[config.mk]
export PLATFORM = sky130hd
export DESIGN_NAME = ir_pulse_frame_encoder
export DESIGN_NICKNAME = d
export VERILOG_FILES = /design/src/rtl/core/ipfe_pkg.sv /design/src/rtl/core/ipfe_cfg_regs.sv /design/src/rtl/core/ipfe_frame_core.sv /design/src/rtl/core/ir_pulse_frame_encoder.sv
export SDC_FILE = /design/constraint.sdc
export NUM_CORES = 1
export LEC_CHECK = 0
export ABC_CLOCK_PERIOD_IN_PS = 4170
export BUFFER_PORTS_ARGS = -buffer_cell sky130_fd_sc_hd__buf_2
export CORE_MARGIN = 2
export CORE_UTILIZATION = 54
export CTS_CLUSTER_DIAMETER = 200
export DETAILED_ROUTE_END_ITERATION = 8
export HOLD_SLACK_MARGIN = 0.12
export PLACE_DENSITY_LB_ADDON = 0.15
export SYNTH_ARGS = -nofsm -noshare
export SYNTH_HDL_FRONTEND = slang
export SYNTH_SLANG_ARGS = --single-unit
[constraint.sdc]
create_clock -name clk -period 4.17 [get_ports clk]
set_input_delay 0.6255 -clock clk [delete_from_list [all_inputs] [get_ports clk]]
set_output_delay 0.6255 -clock clk [all_outputs]
set_load 0.01 [all_outputs]
[src/rtl/core/ipfe_pkg.sv]
// shared types, constants and helpers of the ir pulse frame encoder
// no dependencies
`timescale 1ns / 1ps
`default_nettype none

package ipfe_pkg;

  localparam int TICK_COUNT_WIDTH = 8;
  localparam int unsigned COUNT_MAX = (2 ** TICK_COUNT_WIDTH) - 1;
  localparam int CFG_IDX_W = 3;
  localparam int FRAME_SYMBOLS = 7;

  typedef logic [TICK_COUNT_WIDTH-1:0] tick_cnt_t;

  typedef enum logic [CFG_IDX_W-1:0] {
    REG_START_ON  = 3'd0,
    REG_START_OFF = 3'd1,
    REG_ONE_ON    = 3'd2,
    REG_ONE_OFF   = 3'd3,
    REG_ZERO_ON   = 3'd4,
    REG_ZERO_OFF  = 3'd5
  } cfg_reg_t;

  localparam logic [7:0] RST_START_ON  = 8'd39;
  localparam logic [7:0] RST_START_OFF = 8'd20;
  localparam logic [7:0] RST_ONE_ON    = 8'd43;
  localparam logic [7:0] RST_ONE_OFF   = 8'd16;
  localparam logic [7:0] RST_ZERO_ON   = 8'd15;
  localparam logic [7:0] RST_ZERO_OFF  = 8'd16;

  localparam logic [7:0] CMD_ADDR_STEP = 8'h63; // 'c'
  localparam logic [7:0] CMD_DIGIT_LO  = 8'h30; // '0'
  localparam logic [7:0] CMD_DIGIT_HI  = 8'h34; // '4'

  localparam logic REQ_TICK = 1'b0;
  localparam logic REQ_CMD  = 1'b1;

  // effective phase lengths, already clamped to the counter reach
  typedef struct packed {
    tick_cnt_t start_on;
    tick_cnt_t start_off;
    tick_cnt_t one_on;
    tick_cnt_t one_off;
    tick_cnt_t zero_on;
    tick_cnt_t zero_off;
  } phase_lens_t;

  // zero acts as one, large values saturate at the counter max
  function automatic tick_cnt_t phase_len(input logic [7:0] raw);
    int unsigned v;
    v = int'(raw);
    if (v == 0) v = 1;
    if (v > COUNT_MAX) v = COUNT_MAX;
    return TICK_COUNT_WIDTH'(v);
  endfunction

endpackage

`default_nettype wire

[src/rtl/core/ipfe_cfg_regs.sv]
// configuration register bank with phase length clamping
// depends on ipfe_pkg
`timescale 1ns / 1ps
`default_nettype none

module ipfe_cfg_regs
  import ipfe_pkg::*;
(
  input  wire logic                 clk,
  input  wire logic                 rst_n,
  input  wire logic                 cfg_valid,
  input  wire logic [CFG_IDX_W-1:0] cfg_index,
  input  wire logic [7:0]           cfg_data,
  output phase_lens_t               lens
);

  logic [7:0] start_on_r, start_off_r, one_on_r, one_off_r, zero_on_r, zero_off_r;

  always_ff @(posedge clk) begin
    if (!rst_n) begin
      start_on_r  <= RST_START_ON;
      start_off_r <= RST_START_OFF;
      one_on_r    <= RST_ONE_ON;
      one_off_r   <= RST_ONE_OFF;
      zero_on_r   <= RST_ZERO_ON;
      zero_off_r  <= RST_ZERO_OFF;
    end else if (cfg_valid) begin
      // writes beyond the register list are dropped
      case (cfg_index)
        REG_START_ON:  start_on_r  <= cfg_data;
        REG_START_OFF: start_off_r <= cfg_data;
        REG_ONE_ON:    one_on_r    <= cfg_data;
        REG_ONE_OFF:   one_off_r   <= cfg_data;
        REG_ZERO_ON:   zero_on_r   <= cfg_data;
        REG_ZERO_OFF:  zero_off_r  <= cfg_data;
        default: ;
      endcase
    end
  end

  always_comb begin
    lens.start_on  = phase_len(start_on_r);
    lens.start_off = phase_len(start_off_r);
    lens.one_on    = phase_len(one_on_r);
    lens.one_off   = phase_len(one_off_r);
    lens.zero_on   = phase_len(zero_on_r);
    lens.zero_off  = phase_len(zero_off_r);
  end

endmodule

`default_nettype wire

[src/rtl/core/ipfe_frame_core.sv]
// frame sequencer: address, symbol and tick counters plus result register
// depends on ipfe_pkg
`timescale 1ns / 1ps
`default_nettype none

module ipfe_frame_core
  import ipfe_pkg::*;
(
  input  wire logic       clk,
  input  wire logic       rst_n,
  input  phase_lens_t     lens,
  input  wire logic       in_valid,
  output logic            in_stall,
  input  wire logic       in_req_type,
  input  wire logic [7:0] in_cmd_byte,
  output logic            out_valid,
  input  wire logic       out_stall,
  output logic            out_carrier_on,
  output logic            out_busy_res,
  output logic            out_frame_end,
  output logic [1:0]      out_address_now,
  output logic            out_cmd_ignored
);

  logic [1:0] addr_r, addr_nxt;
  logic       sending_r, sending_nxt;
  logic [6:0] frame_bits_r, frame_bits_nxt;
  logic [2:0] sym_r, sym_nxt;
  logic       off_r, off_nxt;
  tick_cnt_t  tick_r, tick_nxt;

  logic       out_valid_r, out_valid_nxt;
  logic       carrier_r, carrier_nxt;
  logic       fend_r, fend_nxt;
  logic       ignored_r, ignored_nxt;

  logic       in_acc;
  logic       sym_bit;
  tick_cnt_t  len_on, len_off, len_cur;
  logic       phase_done;
  logic [3:0] digit;

  assign in_stall = out_valid_r && out_stall;
  assign in_acc   = in_valid && !in_stall;

  always_comb begin
    sym_bit = frame_bits_r[3'(3'd6 - sym_r)];
    if (sym_r == 3'd0) begin
      len_on  = lens.start_on;
      len_off = lens.start_off;
    end else if (sym_bit) begin
      len_on  = lens.one_on;
      len_off = lens.one_off;
    end else begin
      len_on  = lens.zero_on;
      len_off = lens.zero_off;
    end
    len_cur    = off_r ? len_off : len_on;
    phase_done = ({1'b0, tick_r} + 1'b1) >= {1'b0, len_cur};
    digit      = 4'(in_cmd_byte - CMD_DIGIT_LO);
  end

  always_comb begin
    addr_nxt       = addr_r;
    sending_nxt    = sending_r;
    frame_bits_nxt = frame_bits_r;
    sym_nxt        = sym_r;
    off_nxt        = off_r;
    tick_nxt       = tick_r;
    carrier_nxt    = 1'b0;
    fend_nxt       = 1'b0;
    ignored_nxt    = 1'b0;
    if (in_req_type == REQ_CMD) begin
      if (sending_r) begin
        ignored_nxt = 1'b1;
      end else if (in_cmd_byte == CMD_ADDR_STEP) begin
        addr_nxt = addr_r + 2'd1;
      end else if (in_cmd_byte >= CMD_DIGIT_LO && in_cmd_byte <= CMD_DIGIT_HI) begin
        frame_bits_nxt = {1'b1, addr_r, digit};
        sending_nxt    = 1'b1;
        sym_nxt        = 3'd0;
        off_nxt        = 1'b0;
        tick_nxt       = '0;
      end
    end else if (sending_r) begin
      carrier_nxt = !off_r;
      if (phase_done) begin
        tick_nxt = '0;
        off_nxt  = !off_r;
        if (off_r) begin
          // end of a symbol's off phase
          if (sym_r >= 3'(FRAME_SYMBOLS - 1)) begin
            fend_nxt    = 1'b1;
            sending_nxt = 1'b0;
            sym_nxt     = 3'd0;
          end else begin
            sym_nxt = sym_r + 3'd1;
          end
        end
      end else begin
        tick_nxt = tick_r + 1'b1;
      end
    end
  end

  always_comb begin
    if (in_acc) out_valid_nxt = 1'b1;
    else if (!out_stall) out_valid_nxt = 1'b0;
    else out_valid_nxt = out_valid_r;
  end

  always_ff @(posedge clk) begin
    if (!rst_n) begin
      addr_r       <= '0;
      sending_r    <= 1'b0;
      frame_bits_r <= '0;
      sym_r        <= '0;
      off_r        <= 1'b0;
      tick_r       <= '0;
      out_valid_r  <= 1'b0;
    end else begin
      out_valid_r <= out_valid_nxt;
      if (in_acc) begin
        addr_r       <= addr_nxt;
        sending_r    <= sending_nxt;
        frame_bits_r <= frame_bits_nxt;
        sym_r        <= sym_nxt;
        off_r        <= off_nxt;
        tick_r       <= tick_nxt;
      end
    end
  end

  // result payload, loaded with each accepted transaction
  always_ff @(posedge clk) begin
    if (in_acc) begin
      carrier_r <= carrier_nxt;
      fend_r    <= fend_nxt;
      ignored_r <= ignored_nxt;
    end
  end

  assign out_valid       = out_valid_r;
  assign out_carrier_on  = carrier_r;
  assign out_busy_res    = sending_r;
  assign out_frame_end   = fend_r;
  assign out_address_now = addr_r;
  assign out_cmd_ignored = ignored_r;

endmodule

`default_nettype wire

[src/rtl/core/ir_pulse_frame_encoder.sv]
// ir pulse frame encoder top level: the result is registered and valid in the cycle after input accept
// throughput one item per cycle; input stalls only while a result waits stalled
// the sequencer update and result register load happen in the same cycle
// synchronous active-low reset: address and frame state clear, lengths take defaults
// instantiates ipfe_cfg_regs and ipfe_frame_core, depends on ipfe_pkg
`timescale 1ns / 1ps
`default_nettype none

module ir_pulse_frame_encoder
  import ipfe_pkg::*;
(
  input  wire logic                 clk,
  input  wire logic                 rst_n,
  input  wire logic                 cfg_valid,
  output logic                      cfg_ready,
  input  wire logic [CFG_IDX_W-1:0] cfg_index,
  input  wire logic [7:0]           cfg_data,
  input  wire logic                 in_valid,
  output logic                      in_stall,
  input  wire logic                 in_req_type,
  input  wire logic [7:0]           in_cmd_byte,
  output logic                      out_valid,
  input  wire logic                 out_stall,
  output logic                      out_carrier_on,
  output logic                      out_busy_res,
  output logic                      out_frame_end,
  output logic [1:0]                out_address_now,
  output logic                      out_cmd_ignored
);

  phase_lens_t lens;

  assign cfg_ready = 1'b1;

  ipfe_cfg_regs u_cfg (
    .clk       (clk),
    .rst_n     (rst_n),
    .cfg_valid (cfg_valid),
    .cfg_index (cfg_index),
    .cfg_data  (cfg_data),
    .lens      (lens)
  );

  ipfe_frame_core u_core (
    .clk             (clk),
    .rst_n           (rst_n),
    .lens            (lens),
    .in_valid        (in_valid),
    .in_stall        (in_stall),
    .in_req_type     (in_req_type),
    .in_cmd_byte     (in_cmd_byte),
    .out_valid       (out_valid),
    .out_stall       (out_stall),
    .out_carrier_on  (out_carrier_on),
    .out_busy_res    (out_busy_res),
    .out_frame_end   (out_frame_end),
    .out_address_now (out_address_now),
    .out_cmd_ignored (out_cmd_ignored)
  );

endmodule

`default_nettype wire

---- Word-level counts from Yosys, hierarchy flattened ----
Index checks and enable logic that the tools add are counted.
storage, ports and cells
  register bits ........................... 74
  output and inout bits ................... 9
  input bits .............................. 25
cells by class
  equal/unequal tests ..................... 9
  $lt $le $gt $ge ......................... 11
  reduce and logical (&&, ||, !) cells .... 30
  add/subtract/negate cells ............... 6
  bitwise gates (word level) .............. 4
  mux-type cells .......................... 51
operators by type and width
  operator                                                            number
  2-to-1 mux 8 bit                                                    23
  greater-than comparator 8 bit (second input constant)               6
  zero test 8 bit                                                     6
  2-to-1 mux 3 bit                                                    8
  2-to-1 mux 1 bit                                                    19
  AND reduction 2 bit                                                 6
  AND reduction 5 bit                                                 2
  adder 8 x 1 -> 9 bit (second input constant)                        1
  greater-or-equal comparator 9 x 8 -> 1 bit                          1
  adder 8 x 1 -> 8 bit (second input constant)                        1
  equality test 8 x 7 -> 1 bit (second input constant)                1
  greater-or-equal comparator 8 x 6 -> 1 bit (second input constant)  1
  less-or-equal comparator 8 x 6 -> 1 bit (second input constant)     1
  nonzero test 2 bit                                                  4
  AND reduction 7 bit                                                 1
  equality test 3 x 2 -> 1 bit (second input constant)                2
  equality test 3 bit (second input constant)                         2
  zero test 3 bit                                                     2
  AND reduction 6 bit                                                 1
  < comparator 3 x 4 -> 1 bit (second input constant)                 1
  != test 2 x 1 -> 1 bit (second input constant)                      2
  NOT 1 bit                                                           4
  AND reduction 4 bit                                                 1
  OR reduction 4 bit                                                  1
  other kinds (11)                                                    14

---- Longest topological paths before layout ----
  depth in word-level cells ............... 11
  depth in mapped cells ................... 15
  gate-level depth less buffers ........... 14

---- Modules after synthesis ----
From an unflattened synthesis, not the netlist that was laid out.
second synthesis, totals
  cell total of the unflattened synthesis .. 525
  area total of the unflattened synthesis .. 4529.3 um^2
modules (own cells, without submodules)
  module                  sequential area each (um^2)  cells an instance  area each (um^2)  times used
  ipfe_frame_core         550.5                        284                2372.3            1
  ipfe_cfg_regs           960.9                        239                2145.8            1
  ir_pulse_frame_encoder  0.0                          2                  11.3              1

---- Least setup slack after synthesis ----
OpenSTA, ideal clock, no wires.
  kind .................................... flip-flop to flip-flop
  start point ............................. reg u_core.sym_r[0]
  end point ............................... reg u_core.tick_r[0]
  setup time .............................. 0.070 ns
  stages on the path, launching flop included .. 15
  required time ........................... 4.100 ns
  arrival time ............................ 3.866 ns
  slack ................................... 0.234 ns
  path buffers ............................ 0
  cells stage by stage .................... dfxtp_1 > ha_1 > xor2_1 > mux2_2 > a32oi_2 > mux2_2 > a211oi_1 > a31o_2 > ha_1 > nand2b_1 > a211oi_1 > nor3_1 > or2_4 > or4_1 > a21boi_1
between the ends
  word-level cells in the longest chain between the ends .. 10
ends and longest elaborated chain
  item                                            line                    source
  start, declared                                 ipfe_frame_core.sv:28   logic [2:0] sym_r, sym_nxt;
  start signal, assigned                          ipfe_frame_core.sv:127  sym_r <= sym_nxt;
  subtractor 3 bit                                ipfe_frame_core.sv:47   sym_bit = frame_bits_r[3'(3'd6 - sym_r)];
  binary-select mux 1 bit (select 3 bit)          ipfe_frame_core.sv:47
  2-to-1 mux 1 bit (implied by the code)          ipfe_frame_core.sv:47
  2-to-1 mux 8 bit                                ipfe_frame_core.sv:51   end else if (sym_bit) begin
  2-to-1 mux 8 bit                                ipfe_frame_core.sv:48   if (sym_r == 3'd0) begin
  2-to-1 mux 8 bit (*)                            ipfe_frame_core.sv:58   len_cur = off_r ? len_off : len_on;
  greater-or-equal comparator 9 x 8 -> 1 bit (*)  ipfe_frame_core.sv:59   phase_done = ({1'b0, tick_r} + 1'b1) >= {1'b0, len_cur};
  2-to-1 mux 8 bit (*)                            ipfe_frame_core.sv:87   if (phase_done) begin
  2-to-1 mux 8 bit (*)                            ipfe_frame_core.sv:85   end else if (sending_r) begin
  2-to-1 mux 8 bit (*)                            ipfe_frame_core.sv:73   if (in_req_type == REQ_CMD) begin
  end signal, assigned                            ipfe_frame_core.sv:129  tick_r <= tick_nxt;
  end, declared                                   ipfe_frame_core.sv:30   tick_cnt_t tick_r, tick_nxt;
Every way passes the cells marked *; elsewhere a longest branch is shown, timed or not. The select of a mux whose other input is x is not followed.
A chain may end at the register's enable or synchronous reset.

---- Worst setup path in the final report ----
Ends and elaborated chain as after synthesis.

==> key figures <==
Min path
  – Hold Crit Class: reg2reg

Placed design
  – Dpl cells: 591
  – Port Buffers: 32
  – GP Congestion: 0.852
  – Dpl ws: 0.0799 ns
  – Placed cell areas: 4130 sq um
  – DPL Wire Length: 6.65 mm

Synthesis
  – Netlist cell types: 51
  – Synth top area share: 36.7%
  – Synth top area cells: dfxtp_1 37%, nand2_1 11%, a21boi_0 7.2%
  – Ys Warns: 0
  – Mapped Area: 3870 sq um
  – Sequential cell area fraction in the yosys report: 39.0%
  – Leading post-synthesis cells by instance count: 117 x nand2_1, 71 x dfxtp_1, 37 x a21boi_0, 26 x nand3_1, 25 x nor2_1
  – Primary FF master, synth: dfxtp_1
  – Yosys reg bits: 74
  – Syn nets: 514
  – Synth area leader: dfxtp_1
  – Cells after Synth: 474
  – Syn Area/Cell: 8.18 sq um
  – Number of synthesized flops with an enable pin: 3
  – Ys async rst share: 0%
  – Most frequent cell after synthesis: nand2_1

Clocking
  – Reg clk slew, reported paths: 0.09 ns
  – Clock Tree Root: clkbuf_8
  – Max H-tree Level: 3
  – CTS tree: done
  – CTS buffer count: 9
  – Worst-case clock buffer depth: 2
  – Worst-Skew Late Latency: 0.35 ns
  – Post-CTS Setup Bufs: 0
  – Clk sink count: 74

Floorplanning
  – Initial core utilization: 56.4%
  – Rows: 30
  – Core Area: 6870 sq um
  – Die area: 7870 sq um
  – Ports: 34
  – Die X: 88.7 um
  – Height of the chip: 88.7 um

Timing
  – Setup Skew: 0.0172 ns
  – Final period utilization: 94.3%
  – Slew margin rel.: 25.4%
  – Setup TNS: 0 ns
  – Final hold vios: 0
  – Slew @ Worst Pin: 1.12 ns
  – Fin crit period: 3.93 ns
  – Worst setup margin: 0.239 ns
  – F_max: 254 MHz
  – Final Setup Violations: 0
  – Fin. max-slew vios: 0

Worst setup path
  – Crit-path leading delay family: compound AO/OA/AOI/OAI gates
  – WS Path Type: reg2reg
  – Critical path launch point type: flop
  – Worst-path maximum fanout: 7
  – Crit-path max cell delay: 0.46 ns
  – WP data arrival: 4.21 ns
  – CP Capture Type: flop
  – Crit-path most repeated cell: ha_1
  – Critical-path cell list: buf_4 > inv_1 > ha_1 > a31oi_2 > a32oi_4 > buf_6 > mux2i_1 > a211oi_1 > nor2_1 > ha_1 > a21oi_1 > o22ai_1 > a311o_1 > or2_4 > or4_1 > a21boi_1
  – CP max-delay cell: or4_1
  – Critical Path RT: 4.45 ns
  – Worst path bufs/invs: 3

Pwr
  – Clk pwr share: 40.8%
  – P_sw: 0.000338 W
  – Cell Pwr Density: 319 nW/um^2
  – Sw Share: 24.1%
  – Pint: 0.00106 W
  – Leakage: 1.62 nW
  – Sequential power share: 52.5%
  – Final Power: 0.00140 W
  – Maximum VDD drop: 0.204 mV
  – Comb power frac: 6.8%

Job
  – MaxCap Viol Count: 0

Drt
  – Routed vias: 3394
  – Uppermost routed layer: met4
  – Length of routed met3 wiring: 463 um
  – Metal-1 WL: 4.23 mm
  – Drt drc: 0
  – DRT Pass-1 Iters: 4
  – Routed wire per std cell: 15.3 um
  – Avg Vias per Cell: 5.59
  – WL final: 9.26 mm
  – Initial drt markers: 165
  – Detail Route Antenna Nets: 0
  – Met2 routed WL: 4.43 mm

Global routing
  – First-pass GRT wire length: 15.2 mm
  – Pin count of the biggest net entering global routing: 76
  – Number of global-route vias before repair: 3148
  – Initial antenna violation count: 0
  – Tot GR Track Use: 24.9%
  – Global route overflow: 0

Cells and area
  – Non-Filler Instances: 607
  – Final #Nets: 546
  – Filler cell count: 604
  – Share of cells above drive strength 1: 12.7%
  – Register area: 1510 sq um
  – Layout area overhead: 13.5%
  – Diodes inserted: 0
  – Fin area: 4400 sq um
  – Multi-input gate area in the final layout: 2320 sq um

Run status
  – Status: finished, final reports clean
-- metal layers --
metal,vias to the layer above,global-route usage [%]
met5,-,0
met4,0,9.37
met3,11,4.01
met2,83,40.5
met1,1564,33.4
li1,1736,-
-- per-stage QoR --
stage | utilization (%) | hold slack [ns]
2_1_floorplan | - | 0.410
3_3_place_gp | 60.1 | 0.425
3_5_place_dp | 60.1 | 0.421
4_1_cts | 63.1 | 0.434
5_1_grt | 64.0 | 0.489
6_report | 64.0 | 0.445
-- cells by family (layout without fill, tap and decap cells) --
| kind of cell | count (synthesis) | in the layout | share of synthesized area [%] |
|---|---|---|---|
| flops | 74 | 74 | 39.0 |
| simple gates | 230 | 230 | 27.4 |
| fa+ha+maj | 15 | 15 | 4.84 |
| other cells | 1 | 1 | 0.0968 |
| compound gates | 98 | 98 | 17.8 |
| xor+xnor | 9 | 9 | 2.03 |
| mux | 24 | 24 | 6.30 |
| buf+inv | 23 | 60 | 2.52 |
-- cell usage in the layout, fill, tap and decap left out, drive strengths merged, types with 2 or more instances in the layout --
cell type  netlist  layout
mux2             3       3
a21boi          39      39
nor3            12      12
xor2             5       5
nor2b           10      10
or4              3       3
a32o             2       2
a32oi            2       2
nor4             7       7
nand2          117     117
nand2b           7       7
clkbuf          15      14
nand4            3       3
and3             6       6
nor2            25      25
nand3           26      26
o21ai           14      14
a211oi          10      10
nor3b            3       3
dfxtp           71      71
o211ai           5       5
and2             6       6
mux2i           21      21
ha              15      15
inv              5       5
o21a             2       2
clkinv           1       2
xnor2            4       4
a211o            2       2
a31oi            2       2
buf              2      38
a21oi           13      13
edfxtp           3       3
-- tightest hold or removal path, delay by kind of cell (launching register included) --
family | cells | cell delay [ns]
flops | 1 | 0.32
simple gates | 2 | 0.09
-- power groups by stage --
stage	registers (W)	logic [W]	clock network, W
after global placement	0.000752	0.0000917	0
after global routing	0.000737	0.000106	0.000606
after CTS	0.000736	0.0000943	0.000577
after floorplan	0.000749	0.0000552	0
final	0.000736	0.0000949	0.000572
after detailed placement	0.000752	0.0000938	0
-- what timing repair did --
item,CTS,global route
endpoints found under the setup margin,0,5
hold buffers,0,0
resized for setup,0,9
-- worst paths after layout --
path / slack (ns) / endpoint / start / cells after the start
hold / removal: 0.44 / u_core.frame_bits_r[3]$_SDFFE_PN0P_ / u_core.frame_bits_r[3]$_SDFFE_PN0P_ / 2
hold reg to reg: 0.44 / u_core.frame_bits_r[3]$_SDFFE_PN0P_ / u_core.frame_bits_r[3]$_SDFFE_PN0P_ / 2
setup reg to reg: 0.24 / u_core.tick_r[0]$_SDFFE_PN0P_ / u_core.sym_r[0]$_SDFFE_PN0P_ / 16
setup / recovery: 0.24 / u_core.tick_r[0]$_SDFFE_PN0P_ / u_core.sym_r[0]$_SDFFE_PN0P_ / 16
-- registers in the layout, summed over array words and instances, names as in the netlist, 2 cells and up --
signal / count
u_cfg.one_off_r: 8
u_cfg.one_on_r: 8
u_cfg.start_off_r: 8
u_cfg.start_on_r: 8
u_cfg.zero_off_r: 8
u_cfg.zero_on_r: 8
u_core.tick_r: 8
u_core.frame_bits_r: 7
u_core.sym_r: 3
u_core.out_address_now: 2
-- layout make-up --
cell class                 instances  area share, %
sequential                        74           34.4
tap                               96           2.73
multi-input combinational        377           52.8
clock inverter                     2          0.370
timing repair buffer              38           4.84
inverter                           6          0.512
clock buffer                      14           4.41
(Power assumes the default switching activity.)
